File: src/rtl/tcw_pkg.sv
`timescale 1ns / 1ps
// Shared types and constants for the text console writer.
// Used by the front end, the command queue, the back end and the top level.
package tcw_pkg;

    localparam int COLUMNS_DEFAULT = 80;
    localparam int ROWS_DEFAULT    = 25;

    localparam int KIND_W       = 2;
    localparam int CHAR_W       = 8;
    localparam int INDEX_W      = 11;
    localparam int CELL_W       = 16;
    localparam int COLOR_W      = 4;
    localparam int OUT_COLUMN_W = 7;
    localparam int OUT_ROW_W    = 5;
    localparam int OUT_ADDR_W   = 11;
    localparam int S_DATA_W     = 24;
    localparam int M_DATA_W     = 40;
    localparam int CFG_INDEX_W  = 1;

    localparam logic [KIND_W-1:0] KIND_PUT   = 2'd0;
    localparam logic [KIND_W-1:0] KIND_READ  = 2'd1;
    localparam logic [KIND_W-1:0] KIND_CLEAR = 2'd2;

    localparam logic [CFG_INDEX_W-1:0] CFG_FORE_COLOR = 1'd0;
    localparam logic [CFG_INDEX_W-1:0] CFG_BACK_COLOR = 1'd1;

    localparam logic [CHAR_W-1:0]  NEWLINE_CHAR = 8'h0A;
    localparam logic [COLOR_W-1:0] FORE_RESET   = 4'h0d;
    localparam logic [COLOR_W-1:0] BACK_RESET   = 4'h0F;
    localparam logic [CELL_W-1:0]  BLANK_CELL   = 16'hFD20;

    localparam int QUEUE_DEPTH = 2;
    localparam int QUEUE_PW    = 1;
    localparam int QUEUE_CW    = 2;

    typedef enum logic [2:0] {
        OP_NOP,
        OP_PUT,
        OP_NEWLINE,
        OP_READ,
        OP_CLEAR
    } op_t;

    typedef struct packed {
        op_t                op;
        logic [CHAR_W-1:0]  char_code;
        logic [INDEX_W-1:0] cell_index;
        logic               in_range;
    } item_t;

    typedef enum logic [2:0] {
        ST_INIT,
        ST_IDLE,
        ST_READ,
        ST_SCROLL,
        ST_BLANK,
        ST_CLEAR,
        ST_DONE
    } state_t;

endpackage

File: src/rtl/tcw_front.sv
`timescale 1ns / 1ps
// Front end: takes input words, decodes them into queue commands.
// Depends on tcw_pkg.
module tcw_front
    import tcw_pkg::*;
#(
    parameter int COLUMNS = COLUMNS_DEFAULT,
    parameter int ROWS    = ROWS_DEFAULT
)
(
    input  logic                s_tvalid,
    output logic                s_tready,
    input  logic [S_DATA_W-1:0] s_tdata,
    input  logic [KIND_W-1:0]   s_tuser,
    input  logic                accept_en,
    input  logic                full,
    output logic                push,
    output item_t               push_item
);

    localparam int CELLS = COLUMNS * ROWS;

    logic [CHAR_W-1:0]  char_code;
    logic [INDEX_W-1:0] cell_index;

    assign char_code  = s_tdata[CHAR_W-1:0];
    assign cell_index = s_tdata[CHAR_W+INDEX_W-1:CHAR_W];
    assign s_tready   = accept_en && !full;
    assign push       = s_tvalid && s_tready;

    always_comb
    begin
        push_item.char_code  = char_code;
        push_item.cell_index = cell_index;
        push_item.in_range   = (32'(cell_index) < CELLS);
        case (s_tuser)
            KIND_PUT:
            begin
                if (char_code == NEWLINE_CHAR)
                begin
                    push_item.op = OP_NEWLINE;
                end
                else
                begin
                    push_item.op = OP_PUT;
                end
            end
            KIND_READ:  push_item.op = OP_READ;
            KIND_CLEAR: push_item.op = OP_CLEAR;
            default:    push_item.op = OP_NOP;
        endcase
    end

endmodule

File: config.mk
export PLATFORM = sky130hd
export DESIGN_NAME = tcw_front
export DESIGN_NICKNAME = d
export VERILOG_FILES = /design/src/rtl/tcw_pkg.sv /design/src/rtl/tcw_front.sv
export SDC_FILE = /design/constraint.sdc
export NUM_CORES = 1
export LEC_CHECK = 0
export BUFFER_PORTS_ARGS = -buffer_cell sky130_fd_sc_hd__buf_2
export CAP_MARGIN = 20
export CORE_AREA = 2 2 39 41
export DETAILED_ROUTE_END_ITERATION = 10
export DIE_AREA = 0 0 41 43
export PLACE_DENSITY_LB_ADDON = 0.1
export SETUP_SLACK_MARGIN = 0.3
export SLEW_MARGIN = 40
export SYNTH_ARGS = -nofsm -noshare
export SYNTH_HDL_FRONTEND = slang
export SYNTH_SLANG_ARGS = --single-unit
File: constraint.sdc
create_clock -name vclk -period 0.8
set_input_delay 0.08 -clock vclk [all_inputs]
set_output_delay 0.08 -clock vclk [all_outputs]
set_load 0.05 [all_outputs]
-- After elaboration in Yosys (flattened, before gate mapping)
Cells that the tools add are included.
- logic and storage cells: 10
- flip-flop bits (word level): 0
- input port bits: 29
- reduce and logical (&&, ||, !) cells: 4
- $lt $le $gt $ge: 1
- equal/unequal tests: 3
- multiplexer cells: 2
- operators with widths (operator ; count):
    $lt A11 B11 Y1 const B ; 1
    $pmux W3 S3 ; 1
    $eq A8 B4 Y1 const B ; 1
    $eq A2 B1 Y1 const B ; 1
    $eq A2 B2 Y1 const B ; 1
    $logic_and A1 B1 Y1 ; 2
    $logic_not A2 Y1 ; 1
    $mux W2 ; 1
    $logic_not A1 Y1 ; 1

-- Logic depth before layout (Yosys ltp)
Gate-level depths: netlist of the first run.
- depth after elaboration: 3
- gate-level depth with buffers: 3

-- Worst setup path before layout of the first run
No wires, ideal clock.
- path kind: in2out
- from: input port accept_en
- to: output port push
- data arrival time: 1.352 ns
- path slack: -0.632 ns
- stages on the path: 2
- buffers on the path: 0
- cell sequence: nor2b_1 -> and2_1
- word-level cells in the longest chain between the ends: 2
- RTL lines (element ; RTL line ; source):
    from (decl) ; tcw_front.sv:15 ; input logic accept_en,
    $logic_and A1 B1 Y1 ; tcw_front.sv:28 ; assign s_tready = accept_en && !full;
    $logic_and A1 B1 Y1 ; tcw_front.sv:29 ; assign push = s_tvalid && s_tready;
    to (decl) ; tcw_front.sv:17 ; output logic push,
No other way between the ends.

==> results of run 1 <==
==> logic make-up after synthesis <==
kind of cell / synth area share
buf+inv: 0.6223
simple gates: 0.2766
compound gates: 0.1011
==> area by class of cell <==
class / instances / area (um^2) / area share
repair buffers: 45 / 386.6 / 0.6913
multi-input cells: 10 / 148.9 / 0.2662
inverters: 1 / 3.754 / 0.006711
well taps: 16 / 20.02 / 0.03579
==> metal layers <==
metal,track usage,part of all wire
met1,0.06329,0.24
met2,0.1781,0.63
met3,0.01571,0.13
met4,0.006667,0
met5,0,0
==> cell usage after synthesis <==
| library cell | n |
|---|---|
| a21oi_2 | 1 |
| a31oi_1 | 1 |
| and2_1 | 1 |
| and3_1 | 1 |
| and4bb_2 | 1 |
| buf_4 | 19 |
| inv_1 | 1 |
| nor2_2 | 1 |
| nor2b_1 | 2 |
| nor4_4 | 1 |
| o2111ai_1 | 1 |
==> repair_timing <==
| action | 4_1_cts | 5_1_grt |
|---|---|---|
| gates resized for setup | 38 | 5 |
| buffers inserted | 0 | 1 |
| cloned | 0 | 0 |
| setup endpoints to repair | 18 | 10 |
| pin swaps | 5 | 4 |
| hold buffers | 0 | 0 |
==> through the flow <==
step / cells / instance area [um^2] / setup WS (ps) / setup TNS, ps
2_1_floorplan: 30 / 294.0 / -80.29 / -119.4
3_3_place_gp: 71 / 399.1 / -237.9 / -466.0
3_5_place_dp: 71 / 399.1 / -233.3 / -463.5
4_1_cts: 71 / 536.8 / -166.6 / -306.3
5_1_grt: 72 / 559.3 / -195.4 / -350.7
6_report: 72 / 559.3 / -148.7 / -277.4
==> where the power goes <==
group / switching (W) / total, W / internal, W / leakage (nW)
Sequential: 0 / 0 / 0 / 0
Clock: 0 / 0 / 0 / 0
Combinational: 0.000267 / 0.000447 / 0.000180 / 0.275
==> worst max-delay path: cells and delay by family <==
kind	cells	cell delay [ps]
buf+inv	3	420
simple gates	1	290
compound gates	1	70
==> worst max-delay path by stage <==
stage                    start       endpoint  slack (ps)  depth (start not counted)
floorplan           s_tdata[5]  push_item[21]         -80                          3
global placement    s_tdata[2]  push_item[21]        -240                          5
detailed placement  s_tdata[5]  push_item[20]        -230                          5
CTS                 s_tdata[6]  push_item[20]        -170                          5
global route        s_tdata[4]  push_item[20]        -200                          5
finish              s_tdata[4]  push_item[20]        -150                          5
==> flow_metrics.env, run 1 <==
export IMPL_hold_path_endpoint="push_item[1]"
export IMPL_worstSetupStartpointType="primary input"
export IMPL_slew_headroom=0.8420
export IMPL_power_w=0.0004471
export IMPL_ys_warn_count=0
export IMPL_hold_slack_ps=160.0
export IMPL_synth_cell_types=11
export IMPL_max_cap_violations=0
export IMPL_worst_setup_path_type="in2out"
export IMPL_syn_num_nets=59
export IMPL_finalCritPeriodShare=1.186
export IMPL_wl_per_cell_um=9.972
export IMPL_first_global_vias=275
export IMPL_grt_pass1_wl_um=1090
export IMPL_post_route_min_period_ps=948.7
export IMPL_path_max_fanout=2
export IMPL_drv_slew=0
export IMPL_crit_chain="buf_6 -> nor4_4 -> buf_4 -> a31oi_4 -> buf_6"
export IMPL_die_w_um=41
export IMPL_syn_inst=30
export IMPL_cpMostUsedCell="buf_6"
export IMPL_antenna_diode_count=0
export IMPL_hold_start="s_tdata[8]"
export IMPL_synthToLayoutAreaGrowth_pct=137.8
export IMPL_syn_area_um2=235.2
export IMPL_whs_path_depth=0
export IMPL_ant_nets=0
export IMPL_outcome="complete, but fails checks"
export IMPL_synthTopCellsByArea="buf_4 (61%), nor4_4 (9.0%), and4bb_2 (5.3%)"
export IMPL_core_area_um2=1384
export IMPL_fmaxAchievable_ghz=1.054
export IMPL_initial_core_util=0.1700
export IMPL_num_rows=14
export IMPL_gr_total_overflow=0
export IMPL_utilization=0.4042
export IMPL_critPathMaxStageDelay_ps=290
export IMPL_final_cell_mix="buf_6 (15), buf_2 (15), buf_4 (8)"
export IMPL_seqCellArea_um2=0
export IMPL_drive_above_1_share=0.9821
export IMPL_ios=54
export IMPL_viasPerCell=3.917
export IMPL_grt_usage=0.08092
export IMPL_ir_worst_vdd_mv=0.3016
export IMPL_hp_class="in2out"
export IMPL_p_leak_nw=0.2747
export IMPL_layout_nets=87
export IMPL_slowest_stage="nor4_4"
export IMPL_gp_congestion=0.5526
export IMPL_cp_required_ps=720
export IMPL_violations="setup timing"
export IMPL_synth_area_per_cell_um2=7.841
export IMPL_synth_top_area_cell="buf_4"
export IMPL_worst_pin_slew_ps=235.3
export IMPL_worst_slack_ps=-148.7
export IMPL_seq_area_frac_synth=0
export IMPL_n_clock_buffer=0
export IMPL_vias=282
export IMPL_synth_top_area_frac=0.6064
export IMPL_p_per_area_nw_per_um2=799.3
export IMPL_antenna_found_initial=0
export IMPL_drc=0
export IMPL_seq_cell_count=0
export IMPL_die_y_um=43
export IMPL_hold_violations=0
export IMPL_endpoint_kind="output pin"
export IMPL_dr_pass1_iters=1
export IMPL_grt_start_max_net_pins=4
export IMPL_port_buffers=41
export IMPL_dieArea_um2=1763
export IMPL_fill_cells=144
export IMPL_arrival_ps=870
export IMPL_rsz0062_at_grt="true"
export IMPL_wirelength_um=718
export IMPL_initialDrtViolationCount=0
export IMPL_finalSetupViolCount=2
Note: power is estimated with default switching activity, not from simulation.
==> inputs of run 2 (changes only) <==
Settings changed: ABC_AREA set to 1.
==> flow_metrics.env, run 2 <==
export IMPL_final_cells=87
export IMPL_outcome="finished clean"
export IMPL_hold_violations=0
export IMPL_p_per_area_nw_per_um2=774.7
export IMPL_worst_setup_path_type="in2out"
export IMPL_ir_worst_vdd_mv=0.2690
export IMPL_initial_core_util=0.1881
export IMPL_syn_inst=47
export IMPL_drc=0
export IMPL_post_route_min_period_ps=784.9
export IMPL_gp_congestion=0.5405
export IMPL_path_max_fanout=2
export IMPL_crit_chain="buf_8 -> clkinv_8 -> nand2_4 -> nor2_4 -> nand2_2 -> nand2_2 -> nand2_4 -> buf_8"
export IMPL_synthTopCellsByArea="buf_4 (55%), nand2_1 (14%), inv_1 (12%)"
export IMPL_core_area_um2=1384
export IMPL_antenna_found_initial=0
export IMPL_num_rows=14
export IMPL_p_leak_nw=0.3269
export IMPL_finalSetupViolCount=0
export IMPL_synthToLayoutAreaGrowth_pct=146.2
export IMPL_endpoint_kind="output pin"
export IMPL_fill_cells=137
export IMPL_ys_warn_count=0
export IMPL_multiInputGateArea_um2=181.4
export IMPL_seq_cell_count=0
export IMPL_first_global_vias=260
export IMPL_rsz0062_at_grt="true"
export IMPL_vias=347
export IMPL_slew_headroom=0.8352
export IMPL_critPathMaxStageDelay_ps=140
export IMPL_drive_above_1_share=0.9577
export IMPL_synth_commonest_cells="buf_4 (19), nand2_1 (10), inv_1 (8), nor2_1 (5), nor2_2 (2)"
export IMPL_ios=54
export IMPL_arrival_ps=700
export IMPL_drv_slew=0
export IMPL_die_w_um=41
export IMPL_synth_top_area_frac=0.5481
export IMPL_grt_usage=0.06394
export IMPL_syn_area_um2=260.3
export IMPL_wirelength_um=620
export IMPL_setup_tns_ps=0
export IMPL_antenna_diode_count=0
export IMPL_max_cap_violations=0
export IMPL_dieArea_um2=1763
export IMPL_worstSetupStartpointType="primary input"
export IMPL_fmaxAchievable_ghz=1.274
export IMPL_seqCellArea_um2=0
export IMPL_n_clock_buffer=0
export IMPL_port_buffers=41
export IMPL_final_cell_mix="buf_2 (17), buf_6 (13), buf_8 (8)"
export IMPL_holdBufCountCts=0
export IMPL_initialDrtViolationCount=1
export IMPL_synthMostInstantiatedCell="buf_4"
export IMPL_fin_area_um2=640.6
export IMPL_viasPerCell=3.989
export IMPL_grt_start_max_net_pins=4
export IMPL_place_hpwl_um=519.5
export IMPL_synth_area_per_cell_um2=5.537
export IMPL_synth_top_area_cell="buf_4"
export IMPL_cts_setup_buffers=0
export IMPL_seq_area_frac_synth=0
export IMPL_wl_per_cell_um=7.126
export IMPL_die_y_um=43
export IMPL_dr_pass1_iters=2
export IMPL_slowest_stage="buf_8"
export IMPL_hp_class="in2out"
export IMPL_synth_cell_types=8
export IMPL_ant_nets=0
export IMPL_placed_area_um2=436.7
export IMPL_layout_commonest_cell="buf_2"
export IMPL_finalCritPeriodShare=0.9811
export IMPL_cp_required_ps=720
export IMPL_hold_slack_ps=160.0
export IMPL_dp_cells=87
export IMPL_syn_num_nets=76
export IMPL_grt_pass1_wl_um=862
export IMPL_layout_nets=102
export IMPL_worst_pin_slew_ps=248.9
export IMPL_gr_total_overflow=0
-- run 2: cell types whose count changed in the layout (fill, tap and decap cells not counted), sizes merged, moves of 2 or more --
cell / change
buf: -3
inv: +6
nand2: +10
nor2: +6
nor2b: -2
-- run 2: per-layer routing --
metal,vias to the layer above,track usage,routed length (um)
met5,-,0,0
met4,0,0,0
met3,0,0,85
met2,25,0.1438,380
met1,155,0.05696,154
li1,167,-,-
-- run 2: layout make-up --
cell class                 count  area share
inverter                       8     0.07813
multi-input combinational     20      0.2832
tap                           16     0.03125
timing repair buffer          43      0.6074
-- run 2: through the flow --
step,total power (W),util,worst slack [ps]
final,0.0004963,0.4629,15.11
after floorplan,0.0003685,-,56.15
after global routing,0.0005203,0.4629,-33.28
after detailed placement,0.0003875,0.3156,-155.4
after CTS,0.0004804,0.4340,-12.08
after global placement,0.0003867,0.3156,-139.8
-- run 2: worst paths after layout --
path                   start             to  slack [ps]  cells after the start
setup / recovery  s_tdata[0]  push_item[20]          20                      8
hold / removal    s_tdata[9]   push_item[2]         160                      0
-- run 2: worst max-delay path: cells and delay by family --
| kind | cells | cell delay (ps) |
|---|---|---|
| simple gates | 5 | 340 |
| buf+inv | 3 | 290 |
-- run 2: kinds of logic (layout without fill, tap and decap cells) --
| group | after synthesis | count (layout) | synth area share |
|---|---|---|---|
| buf+inv | 27 | 51 | 0.6635 |
| simple gates | 20 | 20 | 0.3366 |
-- run 2: what timing repair did --
| action | 4_1_cts | 5_1_grt |
|---|---|---|
| pin swaps | 11 | 5 |
| endpoints found under the setup margin | 13 | 11 |
| resized for setup | 46 | 11 |
| cloned | 0 | 0 |
| hold endpoints to repair | 0 | 0 |
-- run 2: power by group --
part	total, W	internal (W)	switching (W)
logic	0.000496	0.000196	0.000300
registers	0	0	0
clock network	0	0	0
total	0.000496	0.000196	0.000300
