**src/rtl/tcw_pkg.sv**
```systemverilog
`timescale 1ns / 1ps
// Shared types and constants for the text console writer.
// Used by the front end, the command queue, the back end and the top level.
package tcw_pkg;

    localparam int COLUMNS_DEFAULT = 80;
    localparam int ROWS_DEFAULT    = 25;

    localparam int KIND_W       = 2;
    localparam int CHAR_W       = 8;
    localparam int INDEX_W      = 11;
    localparam int CELL_W       = 16;
    localparam int COLOR_W      = 4;
    localparam int OUT_COLUMN_W = 7;
    localparam int OUT_ROW_W    = 5;
    localparam int OUT_ADDR_W   = 11;
    localparam int S_DATA_W     = 24;
    localparam int M_DATA_W     = 40;
    localparam int CFG_INDEX_W  = 1;

    localparam logic [KIND_W-1:0] KIND_PUT   = 2'd0;
    localparam logic [KIND_W-1:0] KIND_READ  = 2'd1;
    localparam logic [KIND_W-1:0] KIND_CLEAR = 2'd2;

    localparam logic [CFG_INDEX_W-1:0] CFG_FORE_COLOR = 1'd0;
    localparam logic [CFG_INDEX_W-1:0] CFG_BACK_COLOR = 1'd1;

    localparam logic [CHAR_W-1:0]  NEWLINE_CHAR = 8'h0A;
    localparam logic [COLOR_W-1:0] FORE_RESET   = 4'h0d;
    localparam logic [COLOR_W-1:0] BACK_RESET   = 4'h0F;
    localparam logic [CELL_W-1:0]  BLANK_CELL   = 16'hFD20;

    localparam int QUEUE_DEPTH = 2;
    localparam int QUEUE_PW    = 1;
    localparam int QUEUE_CW    = 2;

    typedef enum logic [2:0] {
        OP_NOP,
        OP_PUT,
        OP_NEWLINE,
        OP_READ,
        OP_CLEAR
    } op_t;

    typedef struct packed {
        op_t                op;
        logic [CHAR_W-1:0]  char_code;
        logic [INDEX_W-1:0] cell_index;
        logic               in_range;
    } item_t;

    typedef enum logic [2:0] {
        ST_INIT,
        ST_IDLE,
        ST_READ,
        ST_SCROLL,
        ST_BLANK,
        ST_CLEAR,
        ST_DONE
    } state_t;

endpackage

```
**src/rtl/tcw_queue.sv**
```systemverilog
`timescale 1ns / 1ps
// Two-entry command queue between the front end and the back end.
// Depends on tcw_pkg.
module tcw_queue
    import tcw_pkg::*;
(
    input  logic  clk,
    input  logic  rst_n,
    input  logic  push,
    input  item_t push_item,
    output logic  full,
    input  logic  pop,
    output item_t pop_item,
    output logic  empty
);

    item_t               slot_reg [QUEUE_DEPTH];
    logic [QUEUE_PW-1:0] wr_ptr_reg;
    logic [QUEUE_PW-1:0] wr_ptr_next;
    logic [QUEUE_PW-1:0] rd_ptr_reg;
    logic [QUEUE_PW-1:0] rd_ptr_next;
    logic [QUEUE_CW-1:0] count_reg;
    logic [QUEUE_CW-1:0] count_next;

    assign full     = (count_reg == QUEUE_CW'(QUEUE_DEPTH));
    assign empty    = (count_reg == '0);
    assign pop_item = slot_reg[rd_ptr_reg];

    always_comb
    begin
        wr_ptr_next = push ? QUEUE_PW'(wr_ptr_reg + 1'b1) : wr_ptr_reg;
        rd_ptr_next = pop ? QUEUE_PW'(rd_ptr_reg + 1'b1) : rd_ptr_reg;
        count_next  = count_reg;
        if (push && !pop)
        begin
            count_next = QUEUE_CW'(count_reg + 1'b1);
        end
        else if (pop && !push)
        begin
            count_next = QUEUE_CW'(count_reg - 1'b1);
        end
    end

    always_ff @(posedge clk or negedge rst_n)
    begin
        if (!rst_n)
        begin
            wr_ptr_reg <= '0;
            rd_ptr_reg <= '0;
            count_reg  <= '0;
        end
        else
        begin
            wr_ptr_reg <= wr_ptr_next;
            rd_ptr_reg <= rd_ptr_next;
            count_reg  <= count_next;
        end
    end

    always_ff @(posedge clk)
    begin
        if (push)
        begin
            slot_reg[wr_ptr_reg] <= push_item;
        end
    end

    a_no_push_full: assert property (@(posedge clk) disable iff (!rst_n)
        push |-> !full) else $error("push into a full queue");

    a_no_pop_empty: assert property (@(posedge clk) disable iff (!rst_n)
        pop |-> !empty) else $error("pop from an empty queue");

endmodule

```
**config.mk**
```make
export PLATFORM = sky130hd
export DESIGN_NAME = tcw_queue
export DESIGN_NICKNAME = d
export VERILOG_FILES = /design/src/rtl/tcw_pkg.sv /design/src/rtl/tcw_queue.sv
export SDC_FILE = /design/constraint.sdc
export NUM_CORES = 1
export LEC_CHECK = 0
export BUFFER_PORTS_ARGS = -buffer_cell sky130_fd_sc_hd__buf_2
export CAP_MARGIN = 15
export CORE_AREA = 2 2 65 67
export DETAILED_ROUTE_END_ITERATION = 6
export DIE_AREA = 0 0 67 69
export GPL_TIMING_DRIVEN = 0
export HOLD_SLACK_MARGIN = 0.05
export PLACE_DENSITY = 0.75
export SKIP_CTS_REPAIR_TIMING = 1
export SYNTH_ARGS = -nofsm -noshare
export SYNTH_HDL_FRONTEND = slang
export SYNTH_SLANG_ARGS = --single-unit
export TNS_END_PERCENT = 5
```
**constraint.sdc**
```tcl
create_clock -name clk -period 2.3 [get_ports clk]
set_clock_uncertainty 0.05 [all_clocks]
set_input_delay 0.46 -clock clk [delete_from_list [all_inputs] [get_ports clk]]
set_output_delay 0.46 -clock clk [all_outputs]
set_load 0.005 [all_outputs]
```
## After elaboration in Yosys (flattened, before gate mapping)

Memories as Yosys holds them, arrays and structs flattened.
Cells that the tools add are included.

- Add/sub/neg operators: 4
- Equality and inequality tests: 1
- Muxes and demuxes: 4
- Reduce and logical (&&, ||, !) cells: 6

Operator list:

| kind | number |
|---|---|
| $mux W2 | 2 |
| $add A1 B1 Y1 const B | 2 |
| $add A2 B1 Y2 const B | 1 |
| $eq A2 B2 Y1 const B | 1 |
| $logic_and A1 B1 Y1 | 2 |
| $logic_not A1 Y1 | 2 |
| $logic_not A2 Y1 | 1 |
| $mux W1 | 2 |
| $reduce_bool A2 Y1 | 1 |
| $sub A2 B1 Y2 const B | 1 |

- Register bits: 4
- Memory bits (writable): 46
- Input port bits: 27
- Word-level logic and storage cells: 19
- Memories kept: 1

Memories:

| memory | depth | bits a word | rd ports | clocked after Yosys merged registers in | wr ports | line | text |
|---|---|---|---|---|---|---|---|
| slot_reg | 2 | 23 | 1 | 0 | 1 | tcw_queue.sv:17 | `item_t slot_reg [QUEUE_DEPTH];` |

## Longest topological paths before layout

Gate-level depths: netlist of the first run.

- Word-level depth: 4
- Gate-level depth with buffers: 5
- Mapped depth without buffers: 5

## Least setup slack after synthesis of the first run

Ideal clock, no wire load.

- Kind: input to register
- From: input port push
- To: memory slot_reg[0][0] in the netlist's numbering (enable)
- Data arrival time: 1523 ps
- Slack: 321 ps
- Cell stages on the path: 1
- Cells stage by stage: nor2b_1

- Word-level cells in the longest chain between the ends: 2

RTL lines:

| element | line | text |
|---|---|---|
| from (decl) | tcw_queue.sv:9 | `input logic push,` |
| $mux W1 | tcw_queue.sv:62 | `if (push)` |
| $mux W1 (implied by the code) | tcw_queue.sv:64 | `slot_reg[wr_ptr_reg] <= push_item;` |
| to (decl) | tcw_queue.sv:17 |  |

Every way passes these cells.

==> out/results.ini, run 1 <==
[synth]
yosysSeqAreaShare=0.760
synth.avg_cell_area_sq_um=22.2
synth_nets=116
yosysUniqueCellTypes=13
syn_area_sq_um=1950
yosysWarnings=0
syn_inst=88
synth-seq-cells=50

[critical_path]
timing.rr.start=wr_ptr_reg
r2r_cells=1
ff2ff_setup_slack_ns=0.62
critPathArrivalTime_ns=1.38
critPathLaunchType=flop
timing.rr.end=slot_reg[1][21]
end_kind=primary output
path_max_fanout=10
path_class=reg2out
worst_ep_required_time_ns=1.79
startpoint=rd_ptr_reg

[worst_hold_path]
hp-class=in2reg
min_to=slot_reg[0][15]
min_path_cells=1
hp-start=push_item[15]

[timing]
max_slew_margin=0.298
fin_crit_sh=0.823
fin_crit_ns=1.89
final-hold-violation-count=0
finalMaxSlewViolations=0
worst_pin_slew_ns=1.05
setup_viol=0
grt_setup_unrepaired=false
max_freq_mhz=528

[placement]
dpl.cell_count=190
hpwl_um=2060
port-buffer-count=51
gp_congestion=0.587

[drt]
final_antenna_net_count=0
top_layer_used=met4
via_per_inst=4.72
drt-initial-drc-count=27
wl_met1_um=1080
wl_met2_um=1520
vias=940
drt-wirelength-per-cell_um=14.6
dr.pass1.iters=2
met3_length_um=245
drc_errors=0
finalWirelength_um=2900

[clocking]
cts-root-buf=clkbuf_8
htree_levels=2
cts.sinks=50
cts_tree=yes
cts-buffers-inserted=5
cts.path.max_buffers=2
clk_pin_slew_worst_paths_ns=0.08
clock_latency_ns=0.29

[layout]
largest_reg_flops=46
utilization=0.607
final_common_cell=buf_2
layout.nets=176
areaGrowthSynthToFinish_pct=21.9
drive_gt1_frac=0.570
num_antenna_cells=0
final_cell_mix=buf_2 (51), edfxtp_1 (46), mux2_4 (19)
instances_no_fill=199

[global_route]
grt_pass1_wl_um=4640
gr-usage-all-layers=0.143
grt_max_degree=24
antenna_found_initial=0
grt_pass1_vias=1010
overflow=0

[floorplanning]
num_rows=23
core_area_sq_um=3910
die_w_um=67
die_y_um=69
start_util=0.498
die-area_sq_um=4620
io_pins=52

[power]
max-vdd-ir-drop_v=0.000851
p_total_w=0.00266
total_leakage_power_nw=0.977
pwr_density_cell_nw_per_um2=1120

[run]
cap_violations=0

[outcome]
status=completed

[worst max-delay path: stages, from the launching register on]
cell	delay (ns)
dfrtp_1	0.38
buf_6	0.14
buf_12	0.15
mux2_4	0.29
buf_2	0.13
[metrics by stage]
step	TNS [ns]	instance area, sq um	hold slack [ns]	worst slack [ns]
after CTS	0	2370	-0.107	0.390
after global placement	-7.66	2270	0.216	-0.333
after global routing	0	2380	0.272	0.348
after floorplan	0	1950	0.114	0.321
after detailed placement	0	2280	0.219	0.379
final	0	2380	0.299	0.407
[final cells by class]
class / count / area (sq um)
plain buffers: 3 / 51.3
clock buffers: 6 / 72.6
clock inverters: 2 / 8.76
fillers: 318 / 1540
inverters: 1 / 3.75
multi-input cells: 34 / 415
flip-flops and latches: 50 / 1480
well taps: 50 / 62.6
repair buffers: 53 / 280
[cells in the mapped netlist]
cell | n | area (sq um)
xnor2_1 | 1 | 8.76
inv_1 | 1 | 3.75
nor2_1 | 2 | 7.51
buf_12 | 2 | 40.0
edfxtp_1 | 46 | 1380
mux2_2 | 4 | 45.0
mux2_4 | 19 | 285
dfrtp_1 | 4 | 100
ha_1 | 1 | 12.5
xor2_1 | 4 | 35.0
and2_1 | 1 | 6.26
buf_6 | 1 | 11.3
nor2b_1 | 2 | 12.5
[cells by family (layout without fill, tap and decap cells)]
family                   Yosys count  count (layout)  synth area share
XOR/XNOR                           5               5            0.0225
AND/OR/NAND/NOR                    5               5            0.0135
multiplexers                      23              23             0.169
buffers and inverters              4              65            0.0282
adder cells (fa/ha/maj)            1               1           0.00642
flip-flops                        50              50             0.760
[metal layers]
metal  vias up  global-route usage
met5         -                   0
met3         6              0.0701
li1        452                   -
met4         0              0.0544
met2        41               0.230
met1       441               0.160
[worst max-delay path by stage]
stage                       to  depth (start not counted)  slack (ns)
2_1_floorplan   slot_reg[0][0]                          1        0.32
3_3_place_gp    slot_reg[0][0]                          2       -0.33
3_5_place_dp   slot_reg[1][17]                          2        0.38
4_1_cts           pop_item[18]                          4        0.39
5_1_grt           pop_item[18]                          4        0.35
6_report          pop_item[18]                          4        0.41
[report_power, final]
group / internal, W / switching [W]
registers: 0.00122 / 0.0000706
logic: 0.000537 / 0.000367
clock network: 0.000209 / 0.000259
(Power assumes the default switching activity.)
==> run 2, diff against run 1 <==
Clock period 2.3 ns to 1.9 ns, I/O delays scaled along.
==> out/results.ini, run 2 (synthesized netlist as in run 1, its figures left out) <==
[timing]
max_slew_margin=0.306
finalMaxSlewViolations=0
max_freq_mhz=553
fin_crit_sh=0.952
grt_setup_unrepaired=false
fin_crit_ns=1.81
holdWs_ns=0.222
setup_viol=0
worst_pin_slew_ns=1.04
fin_tns_setup_ns=0
final-hold-violation-count=0
fin_ws_ns=0.0903

[layout]
largest_reg_flops=46
instances_no_fill=199
areaGrowthSynthToFinish_pct=24.5
final_cell_mix=buf_2 (51), edfxtp_1 (46), mux2_4 (19)
layout.nets=176
num_antenna_cells=0
final_common_cell=buf_2
drive_gt1_frac=0.577

[drt]
vias=946
drt-wirelength-per-cell_um=14.2
dr.pass1.iters=5
final_antenna_net_count=0
drc_errors=0
via_per_inst=4.75
drt-initial-drc-count=55
finalWirelength_um=2820

[floorplanning]
num_rows=23
die_y_um=69
core_area_sq_um=3910
die_w_um=67
start_util=0.498
die-area_sq_um=4620
io_pins=52

[critical_path]
timing.rr.start=wr_ptr_reg
endpoint=pop_item[4]
path_max_fanout=10
ff2ff_setup_slack_ns=0.23
r2r_cells=1
cp_slowest_cell=dfrtp_1
crit_cells=4
cp_top_family=buffers and inverters
path_class=reg2out
startpoint=rd_ptr_reg
crit_buf_inv=3
slowest_delay_ns=0.38
worstPathCellList=buf_6 > buf_12 > mux2_4 > buf_2
critPathArrivalTime_ns=1.38
worst_ep_required_time_ns=1.47
end_kind=primary output
timing.rr.end=slot_reg[1][4]
critPathLaunchType=flop

[clocking]
clk_pin_slew_worst_paths_ns=0.08
cts-root-buf=clkbuf_8
cts.path.max_buffers=2
cts_tree=yes
cts-buffers-inserted=5
cts.sinks=50
clock_latency_ns=0.29
htree_levels=2

[global_route]
overflow=0
grt_pass1_wl_um=4450
grt_max_degree=24
antenna_found_initial=0
grt_pass1_vias=1003
gr-usage-all-layers=0.133

[placement]
gp_congestion=0.590
dp_slack_ns=-0.0148
hpwl_um=1980
port-buffer-count=51
dpl.cell_count=189

[power]
total_leakage_power_nw=1.00
max-vdd-ir-drop_v=0.000764
pwr_density_cell_nw_per_um2=1440

[worst_hold_path]
hp-class=in2reg

[outcome]
status=completed

[run]
cap_violations=0

## run 2: final cells by class
class                      count  area (sq um)
multi-input combinational     34           415
clock buffer                   5          68.8
clock inverter                 3          63.8
inverter                       1          3.75
buffer                         3          51.3
fill                         313          1490
sequential                    50          1480
tap                           50          62.6
timing repair buffer          53           280
## run 2: per-layer routing
metal | track usage | vias up | part of all wire
li1 | - | 449 | -
met1 | 0.151 | 452 | 0.39
met2 | 0.226 | 42 | 0.52
met3 | 0.0604 | 3 | 0.083
met4 | 0.0340 | 0 | 0.0089
met5 | 0 | - | 0
## run 2: report_power, final
| group | leakage [nW] | internal, W | switching [W] |
|---|---|---|---|
| logic | 0.456 | 0.000650 | 0.000448 |
| clock network | 0.0658 | 0.000520 | 0.000309 |
| registers | 0.478 | 0.00147 | 0.0000852 |
## run 2: metrics by stage
| stage | area, sq um | utilization | total power (W) |
|---|---|---|---|
| floorplan | 1950 | - | 0.00232 |
| global placement | 2270 | 0.580 | 0.00265 |
| detailed placement | 2270 | 0.580 | 0.00269 |
| CTS | 2400 | 0.614 | 0.00353 |
| global route | 2430 | 0.620 | 0.00369 |
| finish | 2430 | 0.620 | 0.00349 |
## run 2: worst min path at each step
stage | startpoint | cells after the start | endpoint | slack (ns)
2_1_floorplan | rst_n | 0 | count_reg[0] | 0.03
3_3_place_gp | rst_n | 1 | count_reg[1] | 0.14
3_5_place_dp | rst_n | 1 | count_reg[1] | 0.14
4_1_cts | rst_n | 1 | count_reg[1] | -0.18
5_1_grt | push_item[13] | 1 | slot_reg[1][13] | 0.20
6_report | push_item[0] | 1 | slot_reg[1][0] | 0.22
==> run 3, diff against run 2 <==
Settings changed: CTS_BUF_LIST from default to sky130_fd_sc_hd__clkbuf_16, PLACE_DENSITY 0.75 to 0.76.
Clock period 1.9 ns to 1.7 ns, I/O delays scaled along.
==> out/results.ini, run 3 (synthesized netlist as in run 1, its figures left out) <==
[layout]
areaGrowthSynthToFinish_pct=32.0
largest_reg_flops=46
final_common_cell=edfxtp_1
num_antenna_cells=0
drive_gt1_frac=0.581
final_area_sq_um=2570
layout.nets=176
final_cell_mix=edfxtp_1 (46), buf_2 (32), buf_6 (20)

[drt]
drt-initial-drc-count=26
drc_errors=0
dr.pass1.iters=4
final_antenna_net_count=0
vias=932
finalWirelength_um=2780
via_per_inst=4.71
drt-wirelength-per-cell_um=14.0

[outcome]
status=complete, but fails checks
violations=negative setup slack

[placement]
placed_cell_area_sq_um=2270
gp_congestion=0.614
port-buffer-count=51
dp_slack_ns=-0.198
hpwl_um=1850

[floorplanning]
die_w_um=67
die_y_um=69
num_rows=23
io_pins=52
start_util=0.498
core_area_sq_um=3910
die-area_sq_um=4620

[clocking]
clock_latency_ns=0.28
clk_pin_slew_worst_paths_ns=0.06
cts-buffers-inserted=5
cts-root-buf=clkbuf_16
htree_levels=2
cts.path.max_buffers=2
cts_tree=yes
cts.sinks=50

[timing]
fin_tns_setup_ns=-0.860
finalMaxSlewViolations=0
fin_crit_sh=1.03
max_slew_margin=0.626
fin_crit_ns=1.75
final-hold-violation-count=0
max_freq_mhz=571
grt_setup_unrepaired=true
worst_pin_slew_ns=0.561
setup_viol=19
fin_ws_ns=-0.0503

[global_route]
gr-usage-all-layers=0.127
grt_pass1_vias=928
grt_pass1_wl_um=4220
grt_max_degree=24
overflow=0
antenna_found_initial=0

[power]
pwr_density_cell_nw_per_um2=1660
max-vdd-ir-drop_v=0.000928
total_leakage_power_nw=1.05

[critical_path]
end_kind=primary output
ff2ff_setup_slack_ns=0.34
critPathArrivalTime_ns=1.36
critPathLaunchType=flop
path_class=reg2out
path_max_fanout=10
worst_ep_required_time_ns=1.31

[run]
cap_violations=0

[worst_hold_path]
hp-class=in2reg

-- run 3: changes by cell type in the layout (fill, tap and decap cells not counted) --
cell       delta
buf_6        +19
clkbuf_8      -5
and2_2        +1
bufinv_16     -1
buf_2        -19
clkbuf_16     +5
and2_1        -1
-- run 3: layout make-up --
cell class | count | area (sq um)
inverter | 1 | 3.75
timing repair buffer | 53 | 399
clock inverter | 2 | 33.8
buffer | 3 | 51.3
multi-input combinational | 34 | 417
tap | 50 | 62.6
sequential | 50 | 1480
clock buffer | 5 | 125
fill | 278 | 1340
-- run 3: worst paths after layout --
path / start / endpoint / cells past startpoint
max in group asynchronous: rst_n / rd_ptr_reg / 2
worst max-delay path: rd_ptr_reg / pop_item[18] / 4
worst min-delay path: push_item[1] / slot_reg[0][1] / 1
worst max register to register: wr_ptr_reg / slot_reg[1][10] / 1
worst min register to register: count_reg[1] / count_reg[1] / 1
min in group asynchronous: rst_n / wr_ptr_reg / 2
-- run 3: power breakdown --
part,internal [W],switching (W),total [W]
clock,0.000679,0.000368,0.00105
sequential,0.00165,0.0000935,0.00174
combinational,0.000935,0.000545,0.00148
-- run 3: worst max-delay path, stage by stage, from the launching register on --
cell	delay [ns]
dfrtp_1	0.37
buf_6	0.14
buf_12	0.15
mux2_4	0.30
buf_6	0.11
-- run 3: per-stage QoR --
step | hold slack [ns] | std cells | utilization | total power (W)
floorplan | -0.00559 | 88 | - | 0.00260
global placement | 0.0969 | 189 | 0.580 | 0.00296
detailed placement | 0.0998 | 189 | 0.580 | 0.00299
CTS | -0.197 | 196 | 0.621 | 0.00404
global route | 0.183 | 198 | 0.658 | 0.00449
finish | 0.197 | 198 | 0.658 | 0.00427
-- run 3: routing by layer --
| layer | vias to the layer above | track usage | share of wire |
|---|---|---|---|
| met5 | - | 0 | 0 |
| met4 | 0 | 0.0340 | 0.0076 |
| met3 | 2 | 0.0620 | 0.090 |
| met2 | 44 | 0.207 | 0.50 |
| met1 | 433 | 0.147 | 0.40 |
| li1 | 453 | - | - |
